[config.mk]
export PLATFORM = sky130hd
export DESIGN_NAME = ultrasonic_range_controller
export DESIGN_NICKNAME = d
export VERILOG_FILES = /design/src/design/urc_pkg.sv /design/src/design/ultrasonic_range_controller.sv
export SDC_FILE = /design/constraint.sdc
export NUM_CORES = 1
export LEC_CHECK = 0
export BUFFER_PORTS_ARGS = -buffer_cell sky130_fd_sc_hd__clkbuf_2
export CORE_UTILIZATION = 58
export CTS_CLUSTER_DIAMETER = 30
export CTS_CLUSTER_SIZE = 16
export DETAILED_ROUTE_END_ITERATION = 10
export PLACE_DENSITY = 0.88
export SYNTH_ARGS = -nofsm -noshare
export SYNTH_HDL_FRONTEND = slang
export SYNTH_SLANG_ARGS = --single-unit
[constraint.sdc]
create_clock -name clk -period 11.8 [get_ports clk]
set_input_delay 2.36 -clock clk [delete_from_list [all_inputs] [get_ports clk]]
set_output_delay 2.36 -clock clk [all_outputs]
set_load 0.005 [all_outputs]
[src/design/urc_pkg.sv]
// Package for the ultrasonic range controller.
// Holds the beat structs, phase and status codes and register indexes; no dependencies.
`default_nettype none

package urc_pkg;

  // Field widths fixed by the interface
  localparam int unsigned TicksW  = 16;
  localparam int unsigned ScaleW  = 10;
  localparam int unsigned DistW   = 12;
  localparam int unsigned CountW  = 17;
  localparam int unsigned CfgIdxW = 3;
  localparam int unsigned CfgDatW = 16;

  // Register reset values
  localparam logic [TicksW-1:0] TriggerTicksRst    = 16'd1;
  localparam logic [TicksW-1:0] TimeoutTicksRst    = 16'd100;
  localparam logic [ScaleW-1:0] RoundTripScaleRst  = 10'd34;
  localparam logic [DistW-1:0]  DistanceLimitRst   = 12'd400;
  localparam logic [DistW-1:0]  ChangeThresholdRst = 12'd5;

  // Configuration register indexes
  typedef enum logic [CfgIdxW-1:0] {
    REG_TRIGGER_TICKS    = 3'd0,
    REG_TIMEOUT_TICKS    = 3'd1,
    REG_ROUND_TRIP_SCALE = 3'd2,
    REG_DISTANCE_LIMIT   = 3'd3,
    REG_CHANGE_THRESHOLD = 3'd4
  } reg_idx_t;

  // Measurement phase, one-hot
  typedef enum logic [3:0] {
    PH_IDLE = 4'b0001,
    PH_TRIG = 4'b0010,
    PH_RISE = 4'b0100,
    PH_HIGH = 4'b1000
  } phase_t;

  // Result status codes
  typedef enum logic [1:0] {
    ST_VALID    = 2'd0,
    ST_RANGE    = 2'd1,
    ST_START_TO = 2'd2,
    ST_END_TO   = 2'd3
  } status_t;

  typedef struct packed {
    logic start_req;
    logic echo_level;
  } in_item_t;

  typedef struct packed {
    logic             trigger_level;
    logic             busy_res;
    logic             done_res;
    logic [DistW-1:0] distance_cm;
    logic [1:0]       status;
    logic             changed;
  } out_item_t;

endpackage : urc_pkg

`default_nettype wire

[src/design/ultrasonic_range_controller.sv]
// Top level of the ultrasonic range controller: tick input register, phase logic, result register.
// Depends on urc_pkg for beat structs, phase and status codes, register indexes.
`default_nettype none

// One input beat is one time tick carrying the start request and the sampled echo
// level; each tick yields exactly one result beat. A tick passes through an input
// register and one pass of phase logic into the result register, so the block takes
// one tick per clock, stalling only when the result register is full and not drained.
// The distance is the echo tick count times the round-trip scale, halved, from a single
// 17x10 multiply; timeouts and out-of-range readings report the last valid distance.
// Configuration writes are always accepted and take effect at once, so write registers
// only while no measurement is running.
module ultrasonic_range_controller
  import urc_pkg::*;
(
  input  wire logic               clk,
  input  wire logic               rst_n,
  input  wire logic               in_valid,
  output logic                    in_ready,
  input  wire in_item_t           in_data,
  output logic                    out_valid,
  input  wire logic               out_ready,
  output out_item_t               out_data,
  input  wire logic               cfg_valid,
  output logic                    cfg_ready,
  input  wire logic [CfgIdxW-1:0] cfg_index,
  input  wire logic [CfgDatW-1:0] cfg_data
);

  localparam int unsigned ProdW = CountW + ScaleW;

  // Configuration registers
  logic [TicksW-1:0] trigger_ticks_r;
  logic [TicksW-1:0] timeout_ticks_r;
  logic [ScaleW-1:0] scale_r;
  logic [DistW-1:0]  limit_r;
  logic [DistW-1:0]  threshold_r;

  // Pipeline registers
  logic      in_vld_r;
  in_item_t  in_r;
  logic      out_vld_r;
  out_item_t out_r;
  logic      advance;

  // Measurement state
  phase_t            phase_r, phase_nxt;
  logic [CountW-1:0] cnt_r, cnt_nxt;
  logic [DistW-1:0]  last_valid_r, last_valid_nxt;
  logic [DistW-1:0]  last_rep_r, last_rep_nxt;
  out_item_t         res_nxt;

  // Datapath intermediates
  logic [CountW-1:0] cnt_inc;
  logic [CountW-1:0] trig_cnt;
  logic              fin;
  status_t           fin_st;
  logic [ProdW-1:0]  product;
  logic [ProdW-2:0]  raw;
  logic              raw_ok;
  logic [DistW-1:0]  rep_dist;
  logic [DistW-1:0]  diff;
  logic              chg;
  status_t           rep_st;

  assign cfg_ready = 1'b1;

  // Write configuration registers
  always_ff @(posedge clk) begin
    if (!rst_n) begin
      trigger_ticks_r <= TriggerTicksRst;
      timeout_ticks_r <= TimeoutTicksRst;
      scale_r         <= RoundTripScaleRst;
      limit_r         <= DistanceLimitRst;
      threshold_r     <= ChangeThresholdRst;
    end else if (cfg_valid) begin
      case (cfg_index)
        REG_TRIGGER_TICKS:    trigger_ticks_r <= cfg_data;
        REG_TIMEOUT_TICKS:    timeout_ticks_r <= cfg_data;
        REG_ROUND_TRIP_SCALE: scale_r         <= cfg_data[ScaleW-1:0];
        REG_DISTANCE_LIMIT:   limit_r         <= cfg_data[DistW-1:0];
        REG_CHANGE_THRESHOLD: threshold_r     <= cfg_data[DistW-1:0];
        default: ;
      endcase
    end
  end

  // Handshake: advance a held tick when the result register can take it
  assign advance   = in_vld_r && (!out_vld_r || out_ready);
  assign in_ready  = !in_vld_r || advance;
  assign out_valid = out_vld_r;
  assign out_data  = out_r;

  // Distance arithmetic
  assign cnt_inc  = cnt_r + 1'b1;
  assign trig_cnt = (phase_r == PH_IDLE) ? CountW'(1) : cnt_inc;
  assign product  = ProdW'(cnt_r) * ProdW'(scale_r);
  assign raw      = product[ProdW-1:1];
  assign raw_ok   = (fin_st == ST_VALID) && (raw <= (ProdW-1)'(limit_r));
  assign rep_dist = raw_ok ? raw[DistW-1:0] : last_valid_r;
  assign diff     = (rep_dist >= last_rep_r) ? rep_dist - last_rep_r : last_rep_r - rep_dist;
  assign chg      = diff > threshold_r;
  assign rep_st   = (fin_st == ST_VALID && !raw_ok) ? ST_RANGE : fin_st;

  // Phase logic for one tick
  always_comb begin
    phase_nxt      = phase_r;
    cnt_nxt        = cnt_r;
    fin            = 1'b0;
    fin_st         = ST_VALID;
    last_valid_nxt = last_valid_r;
    last_rep_nxt   = last_rep_r;
    res_nxt        = '0;

    case (phase_r)
      PH_IDLE, PH_TRIG: begin
        if (phase_r == PH_TRIG || in_r.start_req) begin
          res_nxt.trigger_level = 1'b1;
          if (trig_cnt >= CountW'(trigger_ticks_r)) begin
            phase_nxt = PH_RISE;
            cnt_nxt   = '0;
          end else begin
            phase_nxt = PH_TRIG;
            cnt_nxt   = trig_cnt;
          end
        end
      end
      PH_RISE: begin
        if (in_r.echo_level) begin
          phase_nxt = PH_HIGH;
          cnt_nxt   = CountW'(1);
          if (CountW'(1) > CountW'(timeout_ticks_r)) begin
            fin    = 1'b1;
            fin_st = ST_END_TO;
          end
        end else begin
          cnt_nxt = cnt_inc;
          if (cnt_inc > CountW'(timeout_ticks_r)) begin
            fin    = 1'b1;
            fin_st = ST_START_TO;
          end
        end
      end
      PH_HIGH: begin
        if (!in_r.echo_level) begin
          fin    = 1'b1;
          fin_st = ST_VALID;
        end else begin
          cnt_nxt = cnt_inc;
          if (cnt_inc > CountW'(timeout_ticks_r)) begin
            fin    = 1'b1;
            fin_st = ST_END_TO;
          end
        end
      end
      default: begin
        phase_nxt = PH_IDLE;
        cnt_nxt   = '0;
      end
    endcase

    // Finish: report distance, hold last valid, track last reported
    if (fin) begin
      phase_nxt            = PH_IDLE;
      cnt_nxt              = '0;
      res_nxt.done_res     = 1'b1;
      res_nxt.distance_cm  = rep_dist;
      res_nxt.status       = rep_st;
      res_nxt.changed      = chg;
      if (raw_ok) begin
        last_valid_nxt = raw[DistW-1:0];
      end
      if (chg) begin
        last_rep_nxt = rep_dist;
      end
    end

    res_nxt.busy_res = (phase_nxt != PH_IDLE);
  end

  // Input register
  always_ff @(posedge clk) begin
    if (!rst_n) begin
      in_vld_r <= 1'b0;
    end else if (in_ready) begin
      in_vld_r <= in_valid;
    end
  end

  always_ff @(posedge clk) begin
    if (in_ready && in_valid) begin
      in_r <= in_data;
    end
  end

  // Result register and measurement state
  always_ff @(posedge clk) begin
    if (!rst_n) begin
      out_vld_r    <= 1'b0;
      phase_r      <= PH_IDLE;
      cnt_r        <= '0;
      last_valid_r <= '0;
      last_rep_r   <= '0;
    end else begin
      if (advance) begin
        out_vld_r    <= 1'b1;
        phase_r      <= phase_nxt;
        cnt_r        <= cnt_nxt;
        last_valid_r <= last_valid_nxt;
        last_rep_r   <= last_rep_nxt;
      end else if (out_ready) begin
        out_vld_r <= 1'b0;
      end
    end
  end

  always_ff @(posedge clk) begin
    if (advance) begin
      out_r <= res_nxt;
    end
  end

  // Checks
  a_phase_onehot: assert property (@(posedge clk) disable iff (!rst_n)
    $onehot(phase_r))
    else $error("phase register not one-hot");

  a_done_not_busy: assert property (@(posedge clk) disable iff (!rst_n)
    out_vld_r && out_r.done_res |-> !out_r.busy_res && !out_r.trigger_level)
    else $error("finished measurement flagged busy or triggering");

  a_idle_fields_zero: assert property (@(posedge clk) disable iff (!rst_n)
    out_vld_r && !out_r.done_res |->
      out_r.distance_cm == '0 && out_r.status == ST_VALID && !out_r.changed)
    else $error("report fields set without a finished measurement");

  a_report_is_last_valid: assert property (@(posedge clk) disable iff (!rst_n)
    out_vld_r && out_r.done_res |-> out_r.distance_cm == last_valid_r)
    else $error("reported distance differs from held valid distance");

  a_busy_matches_phase: assert property (@(posedge clk) disable iff (!rst_n)
    advance |=> out_r.busy_res == (phase_r != PH_IDLE))
    else $error("busy flag does not match phase");

endmodule : ultrasonic_range_controller

`default_nettype wire
== Word-level counts from Yosys, hierarchy flattened ==
Cells that the tools add are included.

* Memory bits (writable): 0
* Latch bits: 0
* Register bits after elaboration: 133
* ROM bits: 0
* Word-level logic and storage cells: 95
* Memories: 0

* $mul: 1
* Reductions and logical operators: 23
* $lt $le $gt $ge: 6
* Shifts and indexed selects: 0
* Equality and inequality tests: 11
* $add $sub $neg: 3
* Multiplexer cells: 30
* Div/mod/pow operators: 0
* Bitwise gates (word level): 1

{| class="wikitable"
|+ Operators with widths
! kind !! count
|-
| two-way mux 17 bit || 6
|-
| one-hot mux 17 bit (3 select lines) || 1
|-
| multiplier 17 x 10 -> 27 bit || 1
|-
| <= comparator 26 x 12 -> 1 bit || 1
|-
| two-way mux 12 bit || 2
|-
| subtractor 12 bit || 2
|-
| adder 17 x 1 -> 17 bit, second input constant || 1
|-
| >= comparator 17 x 16 -> 1 bit || 1
|-
| > comparator 17 x 16 -> 1 bit || 1
|-
| > comparator 1 x 16 -> 1 bit, first input constant || 1
|-
| two-way mux 16 bit || 1
|-
| >= comparator 12 bit || 1
|-
| > comparator 12 bit || 1
|-
| two-way mux 2 bit || 6
|-
| two-way mux 4 bit || 3
|-
| one-hot mux 4 bit (3 select lines) || 1
|-
| AND reduction 2 bit || 6
|-
| two-way mux 1 bit || 7
|-
| == test 3 x 2 -> 1 bit, second input constant || 2
|-
| inequality test 3 bit, second input constant || 2
|-
| AND reduction 3 bit || 2
|-
| == test 4 x 1 -> 1 bit, second input constant || 1
|-
| == test 4 x 2 -> 1 bit, second input constant || 1
|-
| == test 4 x 3 -> 1 bit, second input constant || 1
|-
| other kinds (15) || 23
|}

== Longest topological paths before layout ==
* Depth after elaboration: 12
* Depth in mapped cells: 52
* Mapped depth without buffers: 47

== Worst setup path before layout ==
No wires, ideal clock.

* Kind: register -> register
* From: register scale_r[3]
* To: register last_rep_r[2]
* Data required time: 11.663 ns
* Path buffers: 6
* Cell stages (with the launch flop): 50
* Arrival: 11.676 ns
* Slack: -0.013 ns
* Period minus slack after synthesis: 11.813 ns
* Cell sequence: dfxtp_1 > clkbuf_1 > clkbuf_1 > nand2_1 > fa_1 > fa_1 > inv_1 > ha_1 > fa_1 > inv_1 > fa_1 > inv_1 > ha_1 > o211ai_1 > a21oi_1 > o21a_1 > o21ai_0 > nor2b_1 > (+14 left out) > nor2b_1 > o21ai_0 > nand2b_1 > a21oi_1 > o21bai_1 > a311oi_1 > a21oi_1 > buf_1 > mux2i_1 > xor2_1 > ha_1 > nand4_1 > or2_2 > o221ai_1 > o21ai_0 > nor3_1 > clkbuf_1 > o221ai_1

* Longest elaborated chain between the ends: 8
* Elaborated cells on any way between the ends: 10

{| class="wikitable"
|+ Ends and longest elaborated chain
! item !! RTL line !! RTL
|-
| from (decl) || ultrasonic_range_controller.sv:35 || <nowiki>logic [ScaleW-1:0] scale_r;</nowiki>
|-
| from (signal assigned) || ultrasonic_range_controller.sv:73 || <nowiki>scale_r <= RoundTripScaleRst;</nowiki>
|-
| from (signal assigned) || ultrasonic_range_controller.sv:80 || <nowiki>REG_ROUND_TRIP_SCALE: scale_r <= cfg_data[ScaleW-1:0];</nowiki>
|-
| multiplier 17 x 10 -> 27 bit (*) || ultrasonic_range_controller.sv:97 || <nowiki>assign product = ProdW'(cnt_r) * ProdW'(scale_r);</nowiki>
|-
| <= comparator 26 x 12 -> 1 bit || ultrasonic_range_controller.sv:99 || <nowiki>assign raw_ok = (fin_st == ST_VALID) && (raw <= (ProdW-1)'(limit_r));</nowiki>
|-
| logical AND 1 bit || ultrasonic_range_controller.sv:99 ||
|-
| two-way mux 12 bit (*) || n/a ||
|-
| subtractor 12 bit / >= comparator 12 bit (equally long branches) || ultrasonic_range_controller.sv:101 || <nowiki>assign diff = (rep_dist >= last_rep_r) ? rep_dist - last_rep_r : last_rep_r - rep_dist;</nowiki>
|-
| two-way mux 12 bit || ultrasonic_range_controller.sv:101 ||
|-
| > comparator 12 bit || ultrasonic_range_controller.sv:102 || <nowiki>assign chg = diff > threshold_r;</nowiki>
|-
| AND reduction 3 bit (no line) || n/a ||
|-
| to (signal assigned) || ultrasonic_range_controller.sv:210 || <nowiki>last_rep_r <= last_rep_nxt;</nowiki>
|-
| to (decl) || ultrasonic_range_controller.sv:50 || <nowiki>logic [DistW-1:0] last_rep_r, last_rep_nxt;</nowiki>
|}

Every way passes the cells marked *; elsewhere a longest branch is shown, timed or not.
A chain may end at the register's enable or synchronous reset.

== Worst setup path after layout ==
* From: register scale_r[3]
* To: register last_rep_r[3]

* Longest elaborated chain between the ends: 8
* Elaborated cells on any way between the ends: 10

{| class="wikitable"
|+ Ends and longest elaborated chain
! item !! RTL line !! RTL
|-
| multiplier 17 x 10 -> 27 bit (*) || ultrasonic_range_controller.sv:97 ||
|-
| <= comparator 26 x 12 -> 1 bit (*) || ultrasonic_range_controller.sv:99 ||
|-
| logical AND 1 bit (*) || ultrasonic_range_controller.sv:99 ||
|-
| two-way mux 12 bit (*) || n/a ||
|-
| named net rep_dist[1] || ultrasonic_range_controller.sv:61 || <nowiki>logic [DistW-1:0] rep_dist;</nowiki>
|-
| subtractor 12 bit / >= comparator 12 bit (equally long branches) || ultrasonic_range_controller.sv:101 ||
|-
| two-way mux 12 bit (*) || ultrasonic_range_controller.sv:101 ||
|-
| > comparator 12 bit (*) || ultrasonic_range_controller.sv:102 ||
|-
| AND reduction 3 bit (no line) (*) || n/a ||
|}

Mark *: on every way through the listed nets, which the timed path passes. The rest lies on a longest branch.

==> flow_metrics.py <==
metrics = {
    "drt": {
        "drc": 0,
        "routedWlPerCell_microns": 18.70,
        "dr.pass1.iters": 7,
        "vias": 12370,
        "vias_per_cell": 6.043,
        "ant_nets": 0,
        "wirelength_microns": 38260,
        "drtIter0Drc": 1135,
    },
    "logic_synthesis": {
        "post_synth.cell_area_avg_sq_um": 8.220,
        "ys.flop_type": "dfxtp_1",
        "synth-seq-cells": 133,
        "async_flop_share_pct": 0,
        "yosysWarnings": 0,
        "yosysUniqueCellTypes": 68,
        "synth_nets": 1951,
        "synth_edf_count": 20,
        "synth_area_sq_mm": 0.01367,
        "seq_area_frac_synth_pct": 20.94,
        "syn_inst": 1663,
    },
    "worst_setup_path": {
        "crit_top_cell": "buf_4",
        "cp_data_arrival_time_ps": 11770,
        "cp-end-kind": "flop",
        "worstPathRequired_ps": 12110,
        "critPathKind": "flop to flop",
        "worstPathMaxFanout": 12,
        "cp-start-kind": "flop",
        "crit_path_max_incr_delay_ps": 570,
        "cp_slowest_cell": "a311oi_1",
    },
    "floorplan": {
        "start_util_pct": 59.84,
        "rows": 55,
        "die_h_microns": 155.5,
        "core_sq_mm": 0.02285,
        "fp.dieW_microns": 155.5,
        "die-area_sq_mm": 0.02419,
        "ios": 47,
    },
    "cts": {
        "cts_buffers": 17,
        "clkTransAtPathRegs_ps": 60,
        "cts_root_buf": "clkbuf_16",
        "clockBufferDepth": 2,
        "cts_tree": "yes",
        "clock_latency_ps": 430,
        "htreeDepth": 4,
        "cts_sinks": 133,
    },
    "timing": {
        "period_minus_slack_ps": 11460,
        "finalSetupViolations": 0,
        "worst_pin_slew_ps": 1133,
        "slew_headroom_pct": 23.96,
        "max_clock_freq_mhz": 87.29,
        "fin_skew_ps": 10.76,
        "finalHoldViolCount": 0,
        "post-route-period-util_pct": 97.09,
        "final_max_slew_viol_count": 0,
    },
    "grt": {
        "antenna_found_initial": 0,
        "grt_first_pass_wirelength_microns": 60550,
        "track_usage_pct": 31.63,
        "grt_pass1_vias": 12290,
        "grt_max_degree": 59,
        "overflow": 0,
    },
    "outcome": {
        "status": "completed",
    },
    "finish": {
        "stdcell_count": 2046,
        "layout-drive-gt1-share_pct": 11.89,
        "nets": 2009,
        "fillers": 1734,
        "antenna_cells": 0,
        "area_delta_synth_final_pct": 12.11,
        "fin_area_sq_mm": 0.01533,
    },
    "pwr": {
        "power.density_mw_per_mm2": 71.70,
        "peakVddDrop_mv": 0.07044,
        "cellLeakagePower_nw": 7.452,
    },
    "flow_run": {
        "maxCapViolations": 0,
    },
    "place": {
        "dp.cells": 2004,
        "gp_congestion": 0.9404,
        "hpwlAfterDp_microns": 28050,
        "place_area_sq_mm": 0.01448,
        "port_buffers": 45,
    },
    "min_path": {
        "hp-class": "flop to flop",
    },
}
[worst max-delay path, delay by kind of cell, from the launching register on]
kind	cells	cell delay (ps)
mux	2	480
fa+ha+maj	9	3760
flops	1	380
compound gates	12	2550
xor+xnor	2	560
buf+inv	11	1500
simple gates	10	2070
[cell type report]
type / instances / area (sq um) / area share, %
multi-input cells: 1246 / 9896 / 64.57
flip-flops and latches: 133 / 2873 / 18.74
repair buffers: 126 / 860.8 / 5.617
inverters: 197 / 739.5 / 4.825
clock buffers: 20 / 466.7 / 3.045
well taps: 313 / 391.6 / 2.555
clock inverters: 11 / 98.84 / 0.6450
[per-layer routing]
metal	global-route usage (%)	wire length [microns]
met5	0	0
met4	13.17	1456
met3	5.320	3330
met2	53.98	18430
met1	39.64	15050
[per-stage QoR]
stage          setup WS [ps]  hold slack [ps]  power, mW  utilization [%]  TNS, ps
3_5_place_dp          -238.7            447.6     0.5782            63.36    -2236
3_3_place_gp           212.0            442.4     0.5751            63.36        0
2_1_floorplan          160.7            436.3     0.5437                -        0
6_report               343.5            455.8      1.099            67.08        0
4_1_cts                1.045            455.5      1.087            65.91        0
5_1_grt               -87.86            466.9      1.129            67.08   -416.4
[path summary, 6_finish.rpt]
kind | from | end | slack, ps | cells past startpoint
setup / recovery | scale_r[3] | last_rep_r[3] | 340 | 46
hold / removal | trigger_ticks_r[11] | trigger_ticks_r[11] | 460 | 2
setup reg to reg | scale_r[3] | last_rep_r[3] | 340 | 46
hold reg to reg | trigger_ticks_r[11] | trigger_ticks_r[11] | 460 | 2
[cells in the mapped netlist, drive strengths merged (6+ instances only)]
library cell  number  area share (%)
mux2i             34             2.6
xor2              16             1.0
nor2b             15            0.69
nand3             34             1.2
nand2b            12            0.55
dfxtp            113              17
nor2              46             1.3
or4                9            0.49
xnor2             21             1.3
nand2            290             8.0
a211oi            12            0.66
ha               142              13
buf               10            0.51
or3                6            0.27
o21a               9            0.49
and2             111             5.1
clkbuf            78             2.1
edfxtp            20             4.4
a21o              31             1.7
nor4               7            0.32
o21ai             44             1.6
nor3              11            0.40
inv              197             5.4
a21oi            146             5.4
and3              15            0.69
o211ai            15            0.86
fa               120              18
o22ai              9            0.41
nand4             18            0.82
[cell families (layout without fill, tap and decap cells)]
| group | count (synthesis) | count (layout) | synth area share (%) |
|---|---|---|---|
| and+or+nand+nor | 593 | 593 | 20.90 |
| AOI/OAI and AO/OA | 315 | 316 | 14.22 |
| buffers and inverters | 285 | 354 | 8.063 |
| adders and majority gates | 262 | 262 | 30.57 |
| DFF | 133 | 133 | 20.94 |
| xor gates and xnor gates | 38 | 38 | 2.535 |
| muxes | 36 | 36 | 2.737 |
| other | 1 | 1 | 0.02743 |
[sequential cells by signal (all words and copies together), names as in the netlist]
signal and count:
in_vld_r 1, trigger_ticks_r 16, threshold_r 12, scale_r 10
phase_r 4, in_r 2, out_data 18, out_valid 1
last_valid_r 12, last_rep_r 12, cnt_r 17, timeout_ticks_r 16
limit_r 12
[timing repair]
action / 4_1_cts / 5_1_grt
setup endpoints to repair: 12 / 13
gates cloned: 0 / 3
gates resized for setup: 3 / 47
setup buffers: 0 / 8
pin swaps: 0 / 8
hold buffers: 0 / 0
[power breakdown]
part           switching, mW  total (mW)  leakage (nW)  internal, mW
clock network          0.214       0.520         0.283         0.306
logic                 0.0640       0.102          6.06        0.0376
registers            0.00837       0.477          1.11         0.469
[cells in the final DEF, fill, tap and decap left out, types with 10 or more instances in the layout]
master,count
and2_1,111
nor2b_1,14
nand3_1,34
nor3_1,10
inv_1,196
and3_1,15
nand2b_1,12
ha_1,138
a211oi_1,12
dfxtp_1,105
mux2i_1,30
a21o_1,31
fa_1,120
nand2_1,289
xnor2_1,21
xor2_1,16
clkbuf_16,17
edfxtp_1,20
clkbuf_2,45
o211ai_1,14
a21oi_1,137
o21ai_0,39
nor2_1,46
buf_4,76
nand4_1,18
Power figures use the tool's default switching activity.
